`src/rtl/dsaq_pkg.sv`:
```
package dsaq_pkg;

   localparam logic [15:0] TIMEOUT_RESET   = 16'd5000;
   localparam logic [15:0] HOLD_OFF_RESET  = 16'd2000;
   localparam logic [11:0] EAR_THR_RESET   = 12'd184;
   localparam logic [11:0] MAR_THR_RESET   = 12'd614;
   localparam logic [10:0] SMOKE_A_RESET   = 11'd614;
   localparam logic [10:0] SMOKE_B_RESET   = 11'd973;
   localparam logic [10:0] CALL_THR_RESET  = 11'd614;

   localparam logic [2:0] CSR_TIMEOUT  = 3'd0;
   localparam logic [2:0] CSR_HOLD_OFF = 3'd1;
   localparam logic [2:0] CSR_EAR_THR  = 3'd2;
   localparam logic [2:0] CSR_MAR_THR  = 3'd3;
   localparam logic [2:0] CSR_SMOKE_A  = 3'd4;
   localparam logic [2:0] CSR_SMOKE_B  = 3'd5;
   localparam logic [2:0] CSR_CALL_THR = 3'd6;

   localparam logic [3:0] RUN_MAX         = 4'd15;
   localparam logic [3:0] SMOKE_FRAMES    = 4'd4;
   localparam logic [3:0] CALL_FRAMES     = 4'd4;
   localparam logic [3:0] DISTRACT_FRAMES = 4'd7;
   localparam logic [3:0] EYE_FRAMES      = 4'd9;
   localparam logic [3:0] YAWN_FRAMES     = 4'd11;

   typedef struct packed {
      logic [15:0] timeout_ms;
      logic [15:0] hold_off_ms;
      logic [11:0] eye_closed_level;
      logic [11:0] mouth_open_level;
      logic [10:0] smoke_threshold_a;
      logic [10:0] smoke_threshold_b;
      logic [10:0] call_threshold;
   } cfg_type;

   typedef struct packed {
      logic load;
      logic drop_full;
      logic read_oldest;
      logic drop_old;
      logic insert;
      logic div_start;
      logic finish;
   } cmd_type;

   typedef struct packed {
      logic full;
      logic empty;
      logic expired;
      logic div_done;
   } sts_type;

endpackage

```
`src/rtl/dsaq_ctrl.sv`:
```
module dsaq_ctrl (
   input  logic              clock,
   input  logic              reset,
   input  logic              req_valid,
   output logic              req_ready,
   output logic              rsp_valid,
   input  logic              rsp_ready,
   input  dsaq_pkg::sts_type sts,
   output dsaq_pkg::cmd_type cmd
);

   typedef enum logic [2:0] {
      S_IDLE, S_FULL, S_READ, S_CHECK, S_INSERT, S_DIV, S_DONE, S_OUT
   } state_type;

   state_type state_ff, state_in;

   always_comb begin
      state_in = state_ff;
      cmd      = '0;
      case (state_ff)
         S_IDLE: begin
            if (req_valid) begin
               cmd.load = 1'b1;
               state_in = S_FULL;
            end
         end
         S_FULL: begin
            if (sts.full) cmd.drop_full = 1'b1;
            state_in = S_READ;
         end
         S_READ: begin
            if (sts.empty) begin
               state_in = S_INSERT;
            end else begin
               cmd.read_oldest = 1'b1;
               state_in = S_CHECK;
            end
         end
         S_CHECK: begin
            if (sts.expired) begin
               cmd.drop_old = 1'b1;
               state_in = S_READ;
            end else begin
               state_in = S_INSERT;
            end
         end
         S_INSERT: begin
            cmd.insert    = 1'b1;
            cmd.div_start = 1'b1;
            state_in      = S_DIV;
         end
         S_DIV: begin
            if (sts.div_done) state_in = S_DONE;
         end
         S_DONE: begin
            cmd.finish = 1'b1;
            state_in   = S_OUT;
         end
         S_OUT: begin
            if (rsp_ready) state_in = S_IDLE;
         end
         default: state_in = S_IDLE;
      endcase
   end

   always_ff @(posedge clock) begin
      if (reset) state_ff <= S_IDLE;
      else state_ff <= state_in;
   end

   assign req_ready = (state_ff == S_IDLE);
   assign rsp_valid = (state_ff == S_OUT);

`ifndef NO_ASSERTIONS
   a_no_overlap: assert property (@(posedge clock) disable iff (reset)
      !(req_ready && rsp_valid)) else $error("ready while result pending");
   a_load_then_full: assert property (@(posedge clock) disable iff (reset)
      cmd.load |=> state_ff == S_FULL) else $error("load did not advance");
   a_finish_out: assert property (@(posedge clock) disable iff (reset)
      cmd.finish |=> rsp_valid) else $error("finish without result");
`endif

endmodule

```
`config.mk`:
```
export PLATFORM = sky130hd
export DESIGN_NAME = dsaq_ctrl
export DESIGN_NICKNAME = d
export VERILOG_FILES = /design/src/rtl/dsaq_pkg.sv /design/src/rtl/dsaq_ctrl.sv
export SDC_FILE = /design/constraint.sdc
export NUM_CORES = 1
export LEC_CHECK = 0
export BUFFER_PORTS_ARGS = -buffer_cell sky130_fd_sc_hd__buf_2
export CAP_MARGIN = 15
export CORE_AREA = 2 2 39 41
export DETAILED_ROUTE_END_ITERATION = 8
export DIE_AREA = 0 0 41 43
export HOLD_SLACK_MARGIN = 0.15
export SLEW_MARGIN = 10
export SYNTH_ARGS = -nofsm -noshare
export SYNTH_HDL_FRONTEND = slang
export SYNTH_SLANG_ARGS = --single-unit
export TNS_END_PERCENT = 30
```
`constraint.sdc`:
```
create_clock -name clock -period 1.15 [get_ports clock]
set_input_delay 0.1725 -clock clock [delete_from_list [all_inputs] [get_ports clock]]
set_output_delay 0.1725 -clock clock [all_outputs]
set_load 0.005 [all_outputs]
```
== After elaboration in Yosys (flattened, before gate mapping) ==
Cells that the tools add are included.

* Equal/unequal tests: 10
* Multiplexer cells: 16
* Reduce and logical (&&, ||, !) cells: 2

{| class="wikitable"
|+ Operator list
! cell !! count
|-
| 3-bit case mux with 8 select lines || 1
|-
| 3-bit two-way mux || 5
|-
| 3-bit equality test, second input constant || 4
|-
| 1-bit two-way mux || 9
|-
| 3-bit by 2-bit equality test with 1-bit output, second input constant || 2
|-
| 2-bit inequality test, second input constant || 2
|-
| 3-bit by 1-bit equality test with 1-bit output, second input constant || 1
|-
| 3-bit logical NOT || 1
|-
| 3-bit AND reduction || 1
|-
| 2-bit two-way mux || 1
|-
| 2-bit by 1-bit inequality test with 1-bit output, second input constant || 1
|}

* Register bits: 3
* Logic and storage cells: 29

== Depth between registers and ports, before layout ==
* Word-level depth: 3
* Depth in mapped cells: 5

== Worst setup path before layout ==
Ideal clock, no wire load.

* Path kind: flip-flop to flip-flop
* Start: reg state_ff[0]
* End: reg state_ff[1]
* Library setup time: 0.092 ns
* Arrival time: 1.108 ns
* Required time: 1.058 ns
* Slack: -0.050 ns
* Stages on the path, launching flop included: 6
* Buffers on the path: 1
* Period minus slack after synthesis: 1.200 ns
* Path through: dfxtp_1 > buf_6 > inv_2 > nor4b_1 > or4_1 > o32ai_1

* Word-level cells in the longest chain between the ends: 3
* Elaborated cells on any way between the ends: 13
* Those cells by class: 10 x eq/ne; 1 x mux; 2 x reduce/logical

{| class="wikitable"
|+ Ends and longest elaborated chain
! what !! line !! RTL
|-
| start, declared || dsaq_ctrl.sv:16 || <nowiki>state_type state_ff, state_in;</nowiki>
|-
| start signal, assigned || dsaq_ctrl.sv:69 || <nowiki>else state_ff <= state_in;</nowiki>
|-
| 3-bit equality test / 3-bit logical NOT (equally long branches) || dsaq_ctrl.sv:21 || <nowiki>case (state_ff)</nowiki>
|-
| 2-bit inequality test (no source line) / 2-bit by 1-bit inequality test with 1-bit output (equally long branches) || -- ||
|-
| 3-bit AND reduction (no source line) || -- ||
|}

Parallel ways exist; a longest one is shown, timed or not.
A chain may end at the register's enable or synchronous reset.

==> parameters.txt <==
Parameter                              Value

Run status
  Outcome ... finished, violations left
  Failing checks ... negative setup slack

Critical path
  Data arrival time of the critical path ... 1.13 ns
  CP Class ... register to output port
  Launching element type of the critical path ... register
  Required time of the worst setup path ... 0.98 ns
  Setup crit end kind ... output port
  Worst Path Max Fanout ... 5

Routing
  Number of remaining DRC errors ... 0
  Routed wire length ... 804 um
  Final routed wire length divided by cell count ... 9.805 um
  DRC marker count from the first detailed-route iteration ... 4
  Initial DRT Pass Iterations ... 4
  Antenna Nets Post-Route ... 0
  Via count normalized by instance count ... 4.549
  Via Count ... 373

Finish
  Core occupancy in the finished layout ... 37.25%
  Flip-flop count of the largest register, all copies and words added ... 3
  Register containing the most flip-flops in the final layout ... state_ff
  Total Nets Final ... 75
  P&R area growth vs syn ... 90.74%
  Fraction of layout cells with a size suffix above 1 ... 60.61%
  Registers with the most flip-flops ... state_ff (3)
  Antenna fix cells ... 0
  Final standard cell count with taps included and fillers excluded ... 82

Clocking
  CTS max path bufs ... 2
  Number of clock buffers inserted by TritonCTS ... 3
  Clk pin slew, worst setup/hold paths ... 0.04 ns
  CTS tree ... done
  Cell at the root of the clock tree ... clkbuf_4
  Clock Latency Late Sink ... 0.23 ns
  Number of H-tree branching levels ... 1
  Sink count of the clock tree ... 3

STA
  Setup repair after global routing missed its margin ... true
  Highest attainable clock frequency ... 0.7656 GHz
  Post-route clock skew ... 0.0001900 ns
  Remaining max-slew budget at the tightest pin ... 81.09%
  Total setup violations reported at the end of the flow ... 11
  Final-report max-slew violation count ... 0
  Shortest period the worst path allows ... 1.306 ns
  Worst Slack Setup Final ... -0.1562 ns
  Period utilization ... 113.6%
  Hold violation total from the final report ... 0
  Transition at the pin with the smallest max-transition slack ... 0.2797 ns
  Final TNS setup ... -1.077 ns

Yosys
  Leading area contributor after synthesis ... dfxtp_1
  Share of flip-flops with an asynchronous set or reset after synthesis ... 0%
  Mean instance size in the synthesized netlist ... 7.304 sq um
  Most common cell in the synthesized netlist ... nor2_1
  Net count after synthesis ... 45
  Top cells by area, synth ... dfxtp_1 (22%), nor2_1 (5.6%), nor3b_1 (5.6%)
  Dominant synthesized flop cell ... dfxtp_1
  Post-synthesis sequential area ratio ... 22.22%
  Syn Inst Count ... 37
  Portion of synthesized cell area occupied by the leading cell type ... 22.22%
  Count of state elements after synthesis ... 3
  Number of enable flip-flop cells after synthesis ... 0
  Post-synthesis instance area ... 270.3 sq um
  Number of distinct library cells after synthesis ... 25
  Warnings, synthesis ... 0
  Most used standard cells in the synthesized netlist ... nor2_1 (4), dfxtp_1 (3), nand2_1 (3)

Floorplan
  Placeable core region ... 1384 sq um
  Row cnt ... 14
  Effective utilization at floorplan ... 19.53%
  Die outline area ... 1763 sq um
  Die W ... 41 um
  Die H ... 43 um
  Number of ports placed on the die boundary ... 17

Placement
  Gpl congestion ... 0.8438
  Placed cell count ... 76
  Detailed-placement wirelength estimate ... 608.5 um
  Number of port buffers ... 16

Power and ir drop
  Highest ir drop seen on vdd ... 0.3247 mV
  Cell leakage power ... 0.2490 nW
  Power per cell area ... 733.4 nW/um^2

Global route
  Total overflow reported by the global router ... 0
  Via count of the first global-routing pass ... 331
  Largest net degree at the start of global routing ... 7
  Global-route wire length before repair ... 1276 um
  Overall Global Routing Usage ... 10.43%
  Number of antenna violations at the first check in global routing ... 0

Min path
  Worst hold-check path type ... input port to register

Run
  Maximum capacitance violations ... 0
## logic make-up (layout without fill, tap and decap cells)
logic type | count (synthesis) | after routing | share of synthesized area [%]
buf+inv | 6 | 35 | 13.42
compound gates | 8 | 8 | 20.84
mux | 1 | 1 | 3.704
flops | 3 | 3 | 22.22
simple gates | 19 | 19 | 39.81
## per-layer routing
layer	vias to the layer above	wire length (um)	track usage, %
met5	-	0	0
met4	0	11	4.667
met3	2	52	1.571
met2	14	377	15.94
met1	162	363	13.78
li1	195	-	-
## cell type report
type                    count  area, sq um
multi-input cells          28        202.7
well taps                  16        20.02
clock buffers               4        26.28
inverters                   2        7.507
flip-flops and latches      3        71.32
repair buffers             29        187.7
fillers                   149        868.3
## layout by cell type (no fill, tap or decap), types with 2 or more instances in the layout
| cell | n |
|---|---|
| buf_4 | 10 |
| nand2_1 | 3 |
| buf_6 | 2 |
| nand3_1 | 2 |
| clkbuf_4 | 3 |
| nor2_1 | 4 |
| o22ai_1 | 2 |
| nand2b_1 | 2 |
| buf_2 | 16 |
| dfxtp_4 | 3 |
## through the flow
step | hold slack, ns | power [mW] | area [sq um] | setup slack (ns)
2_1_floorplan | 0.2512 | 0.1457 | 270.3 | -0.05009
3_3_place_gp | 0.3982 | 0.1857 | 424.2 | -0.1166
3_5_place_dp | 0.4037 | 0.1864 | 424.2 | -0.1120
4_1_cts | 0.1634 | 0.3810 | 491.7 | -0.1695
5_1_grt | 0.1738 | 0.4014 | 515.5 | -0.2308
6_report | 0.1701 | 0.3780 | 515.5 | -0.1562
## worst paths after layout
check | startpoint | to | slack (ns) | cells after the start
min | sts[2] | state_ff[0]$_SDFFE_PP0P_ | 0.17 | 2
min reg2reg | state_ff[2]$_SDFFE_PP0P_ | state_ff[1]$_SDFFE_PP0P_ | 0.68 | 3
max | state_ff[2]$_SDFFE_PP0P_ | cmd[4] | -0.16 | 4
max reg2reg | state_ff[1]$_SDFFE_PP0P_ | state_ff[2]$_SDFFE_PP0P_ | -0.07 | 5
## power breakdown
group          switching, mW  internal [mW]  total [mW]  leakage (nW)
clock network         0.0562          0.130       0.186        0.0150
logic                 0.0342         0.0470      0.0812         0.207
registers            0.00732          0.103       0.111        0.0267
total                 0.0977          0.280       0.378         0.249
## worst max-delay path: stages (launching register included)
cell	delay [ns]
dfxtp_4	0.36
buf_6	0.13
nor3b_4	0.17
nor2b_1	0.14
buf_2	0.11
## repair_timing
action | 4_1_cts | 5_1_grt
pin swaps | 3 | 1
setup buffers | 1 | 0
hold buffers | 1 | 0
gates resized for setup | 8 | 5
hold endpoints to repair | 1 | 0
endpoints found under the setup margin | 12 | 12
No activity file was read; power rests on OpenSTA's default activity.
